[src/rtl/core/wwlf_pkg.sv]
// Shared constants, types and command/status structs for the line folder.
// Used by the channel interfaces, the controller and the datapath.
package wwlf_pkg;

   localparam int LINE_LEN  = 32;
   localparam int TAB_WIDTH = 4;

   localparam int CHAR_W = 8;
   localparam int IDX_W  = $clog2(LINE_LEN);
   localparam int LEN_W  = $clog2(LINE_LEN + 1);
   localparam int SRC_W  = $clog2(LINE_LEN + 2);
   localparam int PH_W   = (TAB_WIDTH > 1) ? $clog2(TAB_WIDTH) : 1;

   typedef logic [CHAR_W-1:0] char_type;

   localparam char_type CH_TAB = char_type'(9);
   localparam char_type CH_NL  = char_type'(10);
   localparam char_type CH_SP  = char_type'(32);

   typedef enum logic [1:0] {
      CLS_OTHER,
      CLS_TAB,
      CLS_NL
   } char_cls_type;

   typedef enum logic [1:0] {
      WR_REQ,
      WR_SPACE,
      WR_COPY
   } wr_sel_type;

   typedef enum logic [1:0] {
      RD_NONE,
      RD_IDX,
      RD_NL,
      RD_SRC
   } rd_sel_type;

   typedef enum logic [1:0] {
      LEN_POS,
      LEN_BRK,
      LEN_FULL
   } len_sel_type;

   typedef struct packed {
      logic        wr;
      wr_sel_type  wr_sel;
      rd_sel_type  rd_sel;
      logic        set_len;
      len_sel_type len_sel;
      logic        clear;
   } cmd_type;

   typedef struct packed {
      char_cls_type cls;
      logic         next_full;
      logic         next_stop;
      logic         idx_done;
      logic         src_done;
      logic         last_sent;
   } status_type;

endpackage

[src/rtl/core/wwlf_req_if.sv]
// Input channel of the line folder: one character per item.
// Depends on wwlf_pkg for the character type.
interface wwlf_req_if;
   import wwlf_pkg::*;

   logic     valid;
   logic     ready;
   char_type in_char;

   modport source (output valid, output in_char, input ready);
   modport sink (input valid, input in_char, output ready);
endinterface

[src/rtl/core/wwlf_rsp_if.sv]
// Result channel of the line folder: one emitted character per item.
// Depends on wwlf_pkg for the character type.
interface wwlf_rsp_if;
   import wwlf_pkg::*;

   logic     valid;
   logic     ready;
   char_type out_char;
   logic     last_of_run;

   modport source (output valid, output out_char, output last_of_run, input ready);
   modport sink (input valid, input out_char, input last_of_run, output ready);
endinterface

[src/rtl/core/wwlf_ctrl.sv]
// Sequencing state machine of the line folder.
// Depends on wwlf_pkg; drives the datapath through cmd_type and reads status_type.
module wwlf_ctrl (
   input  logic                clock,
   input  logic                reset,
   input  logic                req_valid,
   output logic                req_ready,
   output logic                rsp_valid,
   input  logic                rsp_ready,
   input  wwlf_pkg::status_type status,
   output wwlf_pkg::cmd_type    cmd
);
   import wwlf_pkg::*;

   typedef enum logic [2:0] {
      ST_IDLE,
      ST_TAB,
      ST_BRK,
      ST_RD,
      ST_SHOW,
      ST_CP_RD,
      ST_CP_WR
   } state_type;

   state_type state_ff, state_in;
   logic      copy_ff, copy_in;

   always_ff @(posedge clock) begin
      if (reset) begin
         state_ff <= ST_IDLE;
         copy_ff  <= 1'b0;
      end else begin
         state_ff <= state_in;
         copy_ff  <= copy_in;
      end
   end

   assign req_ready = (state_ff == ST_IDLE);
   assign rsp_valid = (state_ff == ST_SHOW);

   always_comb begin
      state_in    = state_ff;
      copy_in     = copy_ff;
      cmd         = '0;
      cmd.wr_sel  = WR_REQ;
      cmd.rd_sel  = RD_NONE;
      cmd.len_sel = LEN_POS;
      unique case (state_ff)
         ST_IDLE: begin
            if (req_valid) begin
               unique case (status.cls)
                  CLS_NL: begin
                     cmd.set_len = 1'b1;
                     cmd.len_sel = LEN_POS;
                     copy_in     = 1'b0;
                     state_in    = ST_RD;
                  end
                  CLS_TAB: begin
                     cmd.wr     = 1'b1;
                     cmd.wr_sel = WR_SPACE;
                     if (status.next_full) begin
                        cmd.set_len = 1'b1;
                        cmd.len_sel = LEN_FULL;
                        copy_in     = 1'b0;
                        state_in    = ST_RD;
                     end else if (!status.next_stop) begin
                        state_in = ST_TAB;
                     end
                  end
                  default: begin
                     cmd.wr     = 1'b1;
                     cmd.wr_sel = WR_REQ;
                     if (status.next_full) begin
                        state_in = ST_BRK;
                     end
                  end
               endcase
            end
         end
         ST_TAB: begin
            cmd.wr     = 1'b1;
            cmd.wr_sel = WR_SPACE;
            if (status.next_full) begin
               cmd.set_len = 1'b1;
               cmd.len_sel = LEN_FULL;
               copy_in     = 1'b0;
               state_in    = ST_RD;
            end else if (status.next_stop) begin
               state_in = ST_IDLE;
            end
         end
         ST_BRK: begin
            cmd.set_len = 1'b1;
            cmd.len_sel = LEN_BRK;
            copy_in     = 1'b1;
            state_in    = ST_RD;
         end
         ST_RD: begin
            cmd.rd_sel = status.idx_done ? RD_NL : RD_IDX;
            state_in   = ST_SHOW;
         end
         ST_SHOW: begin
            if (rsp_ready) begin
               if (status.last_sent) begin
                  cmd.clear = 1'b1;
                  state_in  = copy_ff ? ST_CP_RD : ST_IDLE;
               end else begin
                  state_in = ST_RD;
               end
            end
         end
         ST_CP_RD: begin
            if (status.src_done) begin
               state_in = ST_IDLE;
            end else begin
               cmd.rd_sel = RD_SRC;
               state_in   = ST_CP_WR;
            end
         end
         ST_CP_WR: begin
            cmd.wr     = 1'b1;
            cmd.wr_sel = WR_COPY;
            state_in   = ST_CP_RD;
         end
         default: begin
            state_in = ST_IDLE;
         end
      endcase
   end

endmodule

[src/rtl/core/wwlf_datapath.sv]
// Line store, fill pointer, break tracking and output register of the line folder.
// Depends on wwlf_pkg; commanded by wwlf_ctrl.
module wwlf_datapath (
   input  logic                 clock,
   input  logic                 reset,
   input  wwlf_pkg::char_type   req_char,
   input  wwlf_pkg::cmd_type    cmd,
   output wwlf_pkg::status_type status,
   output wwlf_pkg::char_type   rsp_char,
   output logic                 rsp_last
);
   import wwlf_pkg::*;

   char_type line_mem [LINE_LEN];

   logic [LEN_W-1:0] pos_ff, pos_in;
   logic [PH_W-1:0]  phase_ff, phase_in;
   logic [LEN_W-1:0] last_sp_ff, last_sp_in;
   logic [LEN_W-1:0] len_ff, len_in;
   logic [LEN_W-1:0] idx_ff, idx_in;
   logic [SRC_W-1:0] src_ff, src_in;
   char_type         rd_data_ff;
   logic             last_ff;
   char_type         wr_data;

   always_comb begin
      case (cmd.wr_sel)
         WR_SPACE: wr_data = CH_SP;
         WR_COPY:  wr_data = rd_data_ff;
         default:  wr_data = req_char;
      endcase
   end

   always_ff @(posedge clock) begin
      if (cmd.wr) begin
         line_mem[pos_ff[IDX_W-1:0]] <= wr_data;
      end
   end

   always_ff @(posedge clock) begin
      case (cmd.rd_sel)
         RD_IDX: begin
            rd_data_ff <= line_mem[idx_ff[IDX_W-1:0]];
            last_ff    <= 1'b0;
         end
         RD_SRC: begin
            rd_data_ff <= line_mem[src_ff[IDX_W-1:0]];
         end
         RD_NL: begin
            rd_data_ff <= CH_NL;
            last_ff    <= 1'b1;
         end
         default: begin
         end
      endcase
   end

   always_comb begin
      pos_in     = pos_ff;
      phase_in   = phase_ff;
      last_sp_in = last_sp_ff;
      if (cmd.clear) begin
         pos_in     = '0;
         phase_in   = '0;
         last_sp_in = '0;
      end else if (cmd.wr) begin
         pos_in   = pos_ff + LEN_W'(1);
         phase_in = (phase_ff == PH_W'(TAB_WIDTH - 1)) ? '0 : phase_ff + PH_W'(1);
         if (wr_data == CH_SP && pos_ff != '0) begin
            last_sp_in = pos_ff;
         end
      end
   end

   always_comb begin
      len_in = len_ff;
      idx_in = idx_ff;
      src_in = src_ff;
      if (cmd.set_len) begin
         idx_in = '0;
         case (cmd.len_sel)
            LEN_POS:  len_in = pos_ff;
            LEN_BRK:  len_in = (last_sp_ff != '0) ? last_sp_ff : LEN_W'(LINE_LEN);
            default:  len_in = LEN_W'(LINE_LEN);
         endcase
      end else if (cmd.rd_sel == RD_IDX) begin
         idx_in = idx_ff + LEN_W'(1);
      end
      if (cmd.clear) begin
         src_in = SRC_W'(len_ff) + SRC_W'(1);
      end else if (cmd.rd_sel == RD_SRC) begin
         src_in = src_ff + SRC_W'(1);
      end
   end

   always_ff @(posedge clock) begin
      if (reset) begin
         pos_ff     <= '0;
         phase_ff   <= '0;
         last_sp_ff <= '0;
      end else begin
         pos_ff     <= pos_in;
         phase_ff   <= phase_in;
         last_sp_ff <= last_sp_in;
      end
   end

   always_ff @(posedge clock) begin
      len_ff <= len_in;
      idx_ff <= idx_in;
      src_ff <= src_in;
   end

   always_comb begin
      if (req_char == CH_NL) begin
         status.cls = CLS_NL;
      end else if (req_char == CH_TAB) begin
         status.cls = CLS_TAB;
      end else begin
         status.cls = CLS_OTHER;
      end
      status.next_full = (pos_ff == LEN_W'(LINE_LEN - 1));
      status.next_stop = (phase_ff == PH_W'(TAB_WIDTH - 1));
      status.idx_done  = (idx_ff == len_ff);
      status.src_done  = (src_ff >= SRC_W'(LINE_LEN));
      status.last_sent = last_ff;
   end

   assign rsp_char = rd_data_ff;
   assign rsp_last = last_ff;

endmodule

[src/rtl/core/word_wrap_line_folder.sv]
// Top level of the line folder: joins the controller and the datapath to the channels.
// Depends on wwlf_pkg, wwlf_req_if, wwlf_rsp_if, wwlf_ctrl and wwlf_datapath.
//
// Characters arrive one per item and are folded into lines of at most LINE_LEN
// characters. An ordinary character that does not fill the line is taken straight
// from idle, so such characters stream at one per cycle while no line is emitted or
// moved. A tab writes spaces up to the next tab stop and takes no input meanwhile.
// All work runs through one line store: every emitted character is loaded into the
// output register by a store read (or as the newline), then held until the result
// channel takes it; a fold then moves the text after the break to the front, reading
// then writing each moved character. No new input is taken while a line is emitted or moved.
module word_wrap_line_folder (
   input logic      clock,
   input logic      reset,
   wwlf_req_if.sink   req_if,
   wwlf_rsp_if.source rsp_if
);
   import wwlf_pkg::*;

   cmd_type    cmd;
   status_type status;

   wwlf_ctrl u_ctrl (
      .clock     (clock),
      .reset     (reset),
      .req_valid (req_if.valid),
      .req_ready (req_if.ready),
      .rsp_valid (rsp_if.valid),
      .rsp_ready (rsp_if.ready),
      .status    (status),
      .cmd       (cmd)
   );

   wwlf_datapath u_datapath (
      .clock    (clock),
      .reset    (reset),
      .req_char (req_if.in_char),
      .cmd      (cmd),
      .status   (status),
      .rsp_char (rsp_if.out_char),
      .rsp_last (rsp_if.last_of_run)
   );

endmodule
[src/flat_wrapper.sv]
// flat-port wrapper written by rule: the top's interface ports become plain ports
module word_wrap_line_folder_flat import wwlf_pkg::*;
  (clock, reset, req_if_valid, req_if_in_char, req_if_ready, rsp_if_valid, rsp_if_out_char, rsp_if_last_of_run, rsp_if_ready);
  wwlf_req_if req_if_i ();
  wwlf_rsp_if rsp_if_i ();
  input logic clock;
  input logic reset;
  input wire logic [$bits(req_if_i.valid)-1:0] req_if_valid;
  input wire logic [$bits(req_if_i.in_char)-1:0] req_if_in_char;
  output wire logic [$bits(req_if_i.ready)-1:0] req_if_ready;
  output wire logic [$bits(rsp_if_i.valid)-1:0] rsp_if_valid;
  output wire logic [$bits(rsp_if_i.out_char)-1:0] rsp_if_out_char;
  output wire logic [$bits(rsp_if_i.last_of_run)-1:0] rsp_if_last_of_run;
  input wire logic [$bits(rsp_if_i.ready)-1:0] rsp_if_ready;
  assign req_if_i.valid = req_if_valid;
  assign req_if_i.in_char = req_if_in_char;
  assign req_if_ready = req_if_i.ready;
  assign rsp_if_valid = rsp_if_i.valid;
  assign rsp_if_out_char = rsp_if_i.out_char;
  assign rsp_if_last_of_run = rsp_if_i.last_of_run;
  assign rsp_if_i.ready = rsp_if_ready;
  word_wrap_line_folder u_core (.clock(clock), .reset(reset), .req_if(req_if_i), .rsp_if(rsp_if_i));
endmodule
[config.mk]
export PLATFORM = sky130hd
export DESIGN_NAME = word_wrap_line_folder_flat
export DESIGN_NICKNAME = d
export VERILOG_FILES = /design/src/rtl/core/wwlf_pkg.sv /design/src/rtl/core/wwlf_req_if.sv /design/src/rtl/core/wwlf_rsp_if.sv /design/src/rtl/core/wwlf_ctrl.sv /design/src/rtl/core/wwlf_datapath.sv /design/src/rtl/core/word_wrap_line_folder.sv /design/src/flat_wrapper.sv
export SDC_FILE = /design/constraint.sdc
export NUM_CORES = 1
export LEC_CHECK = 0
export ABC_CLOCK_PERIOD_IN_PS = 3750
export BUFFER_PORTS_ARGS = -buffer_cell sky130_fd_sc_hd__clkbuf_2
export CORE_UTILIZATION = 40
export CTS_CLUSTER_SIZE = 10
export DETAILED_ROUTE_END_ITERATION = 8
export GPL_ROUTABILITY_DRIVEN = 0
export PLACE_DENSITY_LB_ADDON = 0.05
export SETUP_SLACK_MARGIN = 0.3
export SYNTH_ARGS = -nofsm -noshare
export SYNTH_HDL_FRONTEND = slang
export SYNTH_SLANG_ARGS = --single-unit
[constraint.sdc]
create_clock -name clock -period 3.75 [get_ports clock]
set_input_delay 0.75 -clock clock [delete_from_list [all_inputs] [get_ports clock]]
set_output_delay 0.75 -clock clock [all_outputs]
set_load 0.02 [all_outputs]
==> reports/results.ini, run 1 <==
[final_layout]
multi_input_area_um2 = 5720
seq_area_um2 = 9010
fin_area_um2 = 16800
layout-drive-gt1-share = 0.266
final_util = 0.457
layout.nets = 1000
fill_cells = 3195
antennaDiodeCount = 0
area_growth_pct = 11.8

[routing]
vias_per_cell = 6.07
wire_per_inst_um = 28.5
wirelength_um = 41900
post-route-drc-count = 0
ant_nets = 0
vias = 8913
firstDrtPassIters = 5
first_iter_violations = 620

[logic_synthesis]
ys_warn_count = 0
yosys.area_share.simple = 0.0724
synth_compound_area_frac = 0.0585
ys_seq_area_frac = 0.598
synth_nets = 971
ys_seq_elements = 311
muxShareOfSynthArea = 0.226
synthArstFlopShare = 0
synth_edf_count = 277
synth_area_um2 = 15000
synth_flop_cell = edfxtp_1
synth_top_area_frac = 0.553
syn_area_per_cell_um2 = 15.8
synthCells = 949
synthAdderAreaFrac = 0.00832
synth_cell_types = 72
synth_xor_area_frac = 0.0122
synth.area.top_cells = edfxtp_1 55%, mux4_2 18%, dfxtp_1 4.5%, mux2i_1 3.1%, nor2_1 1.4%
synth_top_family_by_area = multiplexers
post-synth-top-area-cell = edfxtp_1

[sta]
final.setup.worst_slack_ns = 0.601
fin_crit_ns = 3.15
max_freq_mhz = 318
tightest_slew_ns = 1.13
fin_tns_setup_ns = 0
fin_crit_sh = 0.840
slew_headroom = 0.250
hold_viol_final = 0
rsz0062_at_grt = false
skew_ns = 0.0169
setup_viol = 0
drv_slew = 0

[placed_design]
portBuffers = 22
hpwlAfterDp_um = 28900
placed_cell_area_um2 = 15700
pre_cts_ws_ns = 0.542

[global_routing]
grt_max_degree = 64
antenna_found_initial = 0
overflow = 0
grt_pass1_wl_um = 61900
grt_util_all_layers = 0.224
grt_pass1_vias = 9312

[die]
die_h_um = 196
ios = 23
fp.dieW_um = 196
placementRows = 70
coreArea_um2 = 36800
dieArea_um2 = 38400
start_util = 0.409

[clock_network]
htreeDepth = 2
clockBufferDepth = 3
cts_tree = done
cts_resized = 0
hold_buffers = 0
cts_setup_buffers = 0
cts.clk_slew.worst_paths_ns = 0.06
cts_buffers = 38
numClockSinks = 311
clk_latency_ns = 0.56
cts-root-buf = clkbuf_16

[run]
maxCapViolCount = 0

[pwr]
p_total_uw = 8460
power.density_nw_per_um2 = 503
vdd_drop_max_uv = 338
p_leak_uw = 0.00556

[min_path]
worstHoldPathType = input port to flip-flop
min_path_cells = 2

[critical_path]
worstSetupPathType = flip-flop to flip-flop
worstPathRequired_ns = 4.16
cp_data_arrival_time_ns = 3.56
critical_path.endpoint_type = flip-flop
reg2reg_depth = 8
critPathLaunchType = flip-flop
cp_max_fo = 19

[status]
outcome = completed

[placed cells by master, fill, tap and decap left out, types with 4 or more instances in the layout]
master / count
mux2i_1: 46
xnor2_1: 9
a31oi_1: 5
clkbuf_2: 22
a21oi_1: 20
a22oi_1: 20
o21ai_0: 26
inv_1: 13
nor3b_1: 4
dfxtp_4: 4
edfxtp_1: 277
o22ai_1: 8
o21ai_1: 4
or3_1: 5
nand2b_1: 5
nor3_1: 5
nand4_1: 9
nand2_1: 55
a22o_1: 5
xor2_1: 12
nand3b_1: 6
and3_1: 4
nand3_1: 36
a32oi_1: 4
ha_1: 10
nor2b_1: 10
mux2_2: 19
buf_4: 26
nor2_1: 58
dfxtp_1: 30
o21ai_2: 6
clkbuf_16: 38
mux4_2: 120
clkbuf_1: 17
[routing by layer]
metal	track usage	share of wire	up-vias
met5	0	0	-
met2	0.367	0.49	310
met4	0.0830	0.027	0
met3	0.0409	0.059	71
met1	0.298	0.42	4625
li1	-	-	3907
[area by class of cell]
class	instances	area share
well taps	468	0.0348
multi-input cells	562	0.340
clock inverters	6	0.00290
clock buffers	56	0.0611
flip-flops and latches	311	0.536
inverters	14	0.00320
repair buffers	51	0.0217
[cell usage after synthesis, drive strengths merged (10+ instances only)]
cell	number
nor2	59
nor2b	10
edfxtp	277
inv	13
mux2i	46
mux2	20
mux4	120
a21oi	21
ha	10
dfxtp	34
xor2	12
nand3	38
clkbuf	20
o21ai	36
buf	42
a22oi	21
nand2	58
[report_power, final]
group | internal (uW) | switching (uW) | total, uW
clock | 1890 | 1380 | 3270
sequential | 3840 | 191 | 4040
combinational | 567 | 592 | 1160
total | 6300 | 2160 | 8460
[logic make-up after synthesis]
kind of cell	Yosys count
muxes	186
xor gates and xnor gates	21
buffers and inverters	76
and+or+nand+nor	218
DFF	311
adders and majority gates	10
AOI/OAI and AO/OA	127
[critical path, stage by stage (launching register included)]
cell	delay [ns]
dfxtp_1	0.78
inv_1	0.29
and4_1	0.41
a31oi_1	0.33
inv_1	0.08
ha_1	0.30
or3_1	0.47
o22ai_1	0.22
a31o_1	0.13
[state kept, by name, summed over array words and instances (netlist names), named ones only]
signal and cells:
u_core.u_ctrl.copy_ff 1, u_core.u_datapath.idx_ff 6, u_core.u_datapath.phase_ff 2, u_core.u_datapath.rsp_char 8, u_core.u_ctrl.state_ff 3, u_core.u_datapath.rsp_last 1, u_core.u_datapath.last_sp_ff 6, u_core.u_datapath.line_mem 256
u_core.u_datapath.len_ff 6, u_core.u_datapath.pos_ff 6, u_core.u_datapath.src_ff 6
[stage by stage]
step           std cells  hold slack [ns]
6_report            1468            0.453
5_1_grt             1468            0.449
4_1_cts             1468            0.421
3_5_place_dp        1406            0.462
3_3_place_gp        1406            0.447
2_1_floorplan        949            0.436
[final timing paths]
check                                start                             to  slack (ns)
max              u_core.u_ctrl.state_ff[1]  u_core.u_datapath.rsp_char[7]        0.60
max reg2reg      u_core.u_ctrl.state_ff[1]  u_core.u_datapath.rsp_char[7]        0.60
min                                  reset          u_core.u_ctrl.copy_ff        0.45
min reg2reg  u_core.u_datapath.phase_ff[1]  u_core.u_datapath.phase_ff[1]        0.47
(Power assumes the default switching activity.)
==> run 2, diff against run 1 <==
- ABC_CLOCK_PERIOD_IN_PS: 3750 -> 2600
- clock period: 3.75 -> 2.6 ns (I/O delays scaled with it)
==> run 2 against run 1 <==
Register-to-register slack got worse by 0.33 ns. Via count rose by 6.5%. Clock-buffer cell count decreased by 5. Sequential power is 40% higher. Final cell count increased by 5.5%. Largest cell class unchanged. Highest routed layer unchanged.
==> reports/results.ini, run 2 (synthesis gave the netlist of run 1 again) <==
[pwr]
p_leak_uw = 0.00619
vdd_drop_max_uv = 450
power.density_nw_per_um2 = 720

[global_routing]
grt_pass1_vias = 9812
grt_pass1_wl_um = 66400
overflow = 0
grt_busiest_layer = met2
antenna_found_initial = 0
grt_util_all_layers = 0.241
gr-usage-met1 = 0.326
grt_max_degree = 49
grtUsageMet2 = 0.388
met3_usage = 0.0431

[final_layout]
final_common_cell = edfxtp_1
largest_register_ff_count = 256
final_cell_mix = 277 x edfxtp_1, 120 x mux4_2, 75 x buf_4, 53 x nand2_1, 42 x clkbuf_16
layout-drive-gt1-share = 0.389
antennaDiodeCount = 0
final_util = 0.495
area_growth_pct = 21.0
fill_cells = 3085
layout.nets = 1086
fin_area_um2 = 18200

[critical_path]
cp_max_fo = 7
rrSetupSlack_ns = 0.27
cp_data_arrival_time_ns = 2.60
critPathLaunchType = flip-flop
critical_path.endpoint_type = flip-flop
worstSetupPathType = flip-flop to flip-flop
worstPathRequired_ns = 2.87

[sta]
fin_tns_setup_ns = 0
tightest_slew_ns = 0.998
setup_viol = 0
whs_ns = 0.221
slew_headroom = 0.332
fin_crit_ns = 2.33
drv_slew = 0
final.setup.worst_slack_ns = 0.274
rsz0062_at_grt = true
hold_viol_final = 0
skew_ns = 0.0250
max_freq_mhz = 430
fin_crit_sh = 0.895

[routing]
first_iter_violations = 810
post-route-drc-count = 0
wire_per_inst_um = 29.3
vias = 9491
vias_per_cell = 6.13
ant_nets = 0
firstDrtPassIters = 5
wirelength_um = 45400

[placed_design]
hpwlAfterDp_um = 31000
pre_cts_ws_ns = -0.134
portBuffers = 22
placed_cell_area_um2 = 16400

[clock_network]
numClockSinks = 311
cts-root-buf = clkbuf_16
clockBufferDepth = 3
cts_tree = done
htreeDepth = 2
cts.clk_slew.worst_paths_ns = 0.06
clk_latency_ns = 0.55
cts_buffers = 38

[die]
fp.dieW_um = 196
dieArea_um2 = 38400
placementRows = 70
start_util = 0.409
coreArea_um2 = 36800
ios = 23
die_h_um = 196

[run]
maxCapViolCount = 0

[min_path]
worstHoldPathType = input port to flip-flop

[status]
outcome = completed

==> run 2: cell count changes in the layout (fill, tap and decap cells not counted), moves of 6 or more <==
cell      delta
buf_12      +21
buf_4       +49
buf_6        +8
clkbuf_1     -7
mux2i_1      -8
mux2i_2      +7
nor2_1      -32
nor2_2      +31
o21ai_0     -10
o21ai_2      +6
==> run 2: per-layer routing <==
metal | share of wire | routed length [um]
met5 | 0 | 0
met4 | 0.035 | 1610
met3 | 0.062 | 2830
met2 | 0.48 | 21700
met1 | 0.42 | 19300
==> run 2: path summary, 6_finish.rpt <==
kind	endpoint	start	cells after the start
max	u_core.u_datapath.rsp_char[2]	flip-flop	9
min	u_core.u_ctrl.copy_ff	reset	2
max reg2reg	u_core.u_datapath.rsp_char[2]	flip-flop	9
min reg2reg	u_core.u_datapath.phase_ff[1]	u_core.u_datapath.phase_ff[1]	2
==> run 2: cell type report <==
class                           count  area (um^2)  area share
Inverter                           14         55.1     0.00302
Clock buffer                       51         1060      0.0584
Sequential cell                   311         9020       0.496
Multi-Input combinational cell    562         6020       0.331
Timing Repair Buffer              137         1430      0.0786
Clock inverter                      6         22.5     0.00124
Tap cell                          468          586      0.0322
==> run 2: stage by stage <==
stage | instances | total power (uW)
after floorplan | 949 | 7010
after global placement | 1461 | 7830
after detailed placement | 1461 | 7850
after CTS | 1534 | 12900
after global routing | 1549 | 13500
final | 1549 | 13100
==> run 2: timing repair <==
item / 4_1_cts / 5_1_grt
gates resized for setup: 51 / 58
pin swaps: 5 / 12
gates cloned: 3 / 1
buffers inserted: 13 / 14
setup endpoints to repair: 270 / 167
hold buffers: 0 / 0
==> run 2: where the power goes <==
part | internal [uW] | total [uW] | switching, uW | leakage (uW)
registers | 5540 | 5660 | 124 | 0.00279
logic | 1360 | 2630 | 1270 | 0.00287
clock network | 2820 | 4810 | 1990 | 0.000526
total | 9720 | 13100 | 3380 | 0.00619
==> run 2: worst max-delay path: stages, from the launching register on <==
cell and delay (ns):
dfxtp_4 0.38, buf_12 0.16, buf_12 0.14, buf_4 0.11, mux4_2 0.49, mux2i_1 0.23
nand2_1 0.16, o21ai_4 0.10, buf_6 0.11, o221ai_1 0.13
==> run 3, diff against run 2 <==
- CORE_MARGIN: default -> 2
- CTS_BUF_LIST: default -> sky130_fd_sc_hd__clkbuf_16
- CTS_CLUSTER_DIAMETER: default -> 150
==> run 3 against run 2 <==
Hold slack improved by 0.018 ns. Critical path depth shrank 3. Via count down 1.8%. Non-clock buffer count down 16. Clock power decreased by 5.6%. Clock-buffer cell count fell by 13. Worst setup slack lost 0.027 ns. Sequential cell count unchanged. Critical endpoint is now u_core.u_datapath.rsp_char[4].
==> reports/results.ini, run 3 (synthesis gave the netlist of run 1 again) <==
[clock_network]
cts-root-buf = clkbuf_16
hold_buffers = 0
numClockSinks = 311
clk_latency_ns = 0.55
clockBufferDepth = 3
cts.clk_slew.worst_paths_ns = 0.06
htreeDepth = 2
cts_buffers = 37
cts_tree = done

[critical_path]
path_buf_inv = 1
crit_family = multiplexers
critical_path.endpoint_type = flip-flop
reg2reg_depth = 6
rrSetupSlack_ns = 0.25
worstSetupPathType = flip-flop to flip-flop
critPathLaunchType = flip-flop
cp_max_fo = 7
worstSetupPathDepth = 6
r2r_end = u_core.u_datapath.rsp_char[4]
cp_data_arrival_time_ns = 2.64
slowest_stage = mux4_2
critPathCapture = u_core.u_datapath.rsp_char[4]
critPathMaxStageDelay_ns = 0.52
worstPathRequired_ns = 2.88
worstPathCellList = buf_4, mux4_2, mux2_2, o21ai_0, o22ai_1, a31o_1

[global_routing]
grt_pass1_wl_um = 64600
grt_pass1_vias = 9521
overflow = 0
grt_util_all_layers = 0.232
antenna_found_initial = 1
grt_max_degree = 33

[placed_design]
portBuffers = 22
pre_cts_ws_ns = -0.255
hpwlAfterDp_um = 31100
placed_cell_area_um2 = 16300

[routing]
vias_per_cell = 6.07
ant_nets = 0
post-route-drc-count = 0
firstDrtPassIters = 5
first_iter_violations = 846
wire_per_inst_um = 28.9
vias = 9323
wirelength_um = 44400

[final_layout]
antennaDiodeCount = 0
layout.nets = 1069
final_common_cell = edfxtp_1
area_growth_pct = 18.0
fin_area_um2 = 17700
largest_register_ff_count = 256
layout-drive-gt1-share = 0.365
final_cell_mix = 277 x edfxtp_1, 120 x mux4_2, 78 x buf_4, 54 x nand2_1, 44 x mux2i_1

[die]
fp.dieW_um = 198
placementRows = 71
ios = 23
start_util = 0.403
dieArea_um2 = 39200
die_h_um = 198
coreArea_um2 = 37300

[sta]
skew_ns = 0.0255
slew_headroom = 0.500
setup_viol = 0
fin_crit_sh = 0.905
final.setup.worst_slack_ns = 0.246
max_freq_mhz = 425
hold_viol_final = 0
tightest_slew_ns = 0.749
fin_crit_ns = 2.35
drv_slew = 0
rsz0062_at_grt = true

[pwr]
vdd_drop_max_uv = 473
power.density_nw_per_um2 = 695
p_leak_uw = 0.00604

[status]
outcome = completed

[run]
maxCapViolCount = 0

[min_path]
worstHoldPathType = input port to flip-flop
min_path_cells = 2

run 3: cell type report:
cell class                      instances  area, um^2
Fill cell                            3170       19600
Sequential cell                       311        9020
Multi-Input combinational cell        562        5920
Timing Repair Buffer                  121        1120
Clock buffer                           38         951
Tap cell                              474         593
Clock inverter                         16        77.6
Inverter                               14        55.1
run 3: what timing repair did:
item                                    CTS  global route
pin swaps                                 2             1
cloned                                    0             2
resized for setup                        44            25
endpoints found under the setup margin  269            96
buffers inserted                         11             5
run 3: worst reg2reg max path, stage by stage (launching register included):
cell and delay, ns:
dfxtp_4 0.47, buf_4 0.21, mux4_2 0.52, mux2_2 0.30, o21ai_0 0.28, o22ai_1 0.14, a31o_1 0.20
run 3: per-stage QoR:
step	hold slack (ns)	std cells	total power [uW]	TNS (ns)	util
finish	0.239	1536	12300	0	0.475
global route	0.252	1536	12700	0	0.475
global placement	0.444	1464	7720	-26.42	0.437
CTS	0.212	1529	12400	0	0.471
detailed placement	0.462	1464	7730	-39.40	0.437
floorplan	0.436	949	7010	0	-
run 3: how the worst min path moves through the flow:
stage                                        startpoint                       endpoint
after floorplan           u_core.u_datapath.phase_ff[1]  u_core.u_datapath.phase_ff[1]
after global placement    u_core.u_datapath.phase_ff[1]  u_core.u_datapath.phase_ff[1]
after detailed placement  u_core.u_datapath.phase_ff[1]  u_core.u_datapath.phase_ff[1]
after CTS                                         reset          u_core.u_ctrl.copy_ff
after global routing                              reset          u_core.u_ctrl.copy_ff
final                                             reset          u_core.u_ctrl.copy_ff
run 3: routing by layer:
metal / global-route usage / part of all wire
met1: 0.314 / 0.42
met2: 0.384 / 0.49
met3: 0.0341 / 0.057
met4: 0.0813 / 0.032
met5: 0 / 0
run 3: report_power, final:
part	internal, uW	leakage [uW]	switching (uW)
Combinational	1040	0.00270	1090
Sequential	5540	0.00279	120
Clock	2600	0.000554	1940
Total	9180	0.00604	3140
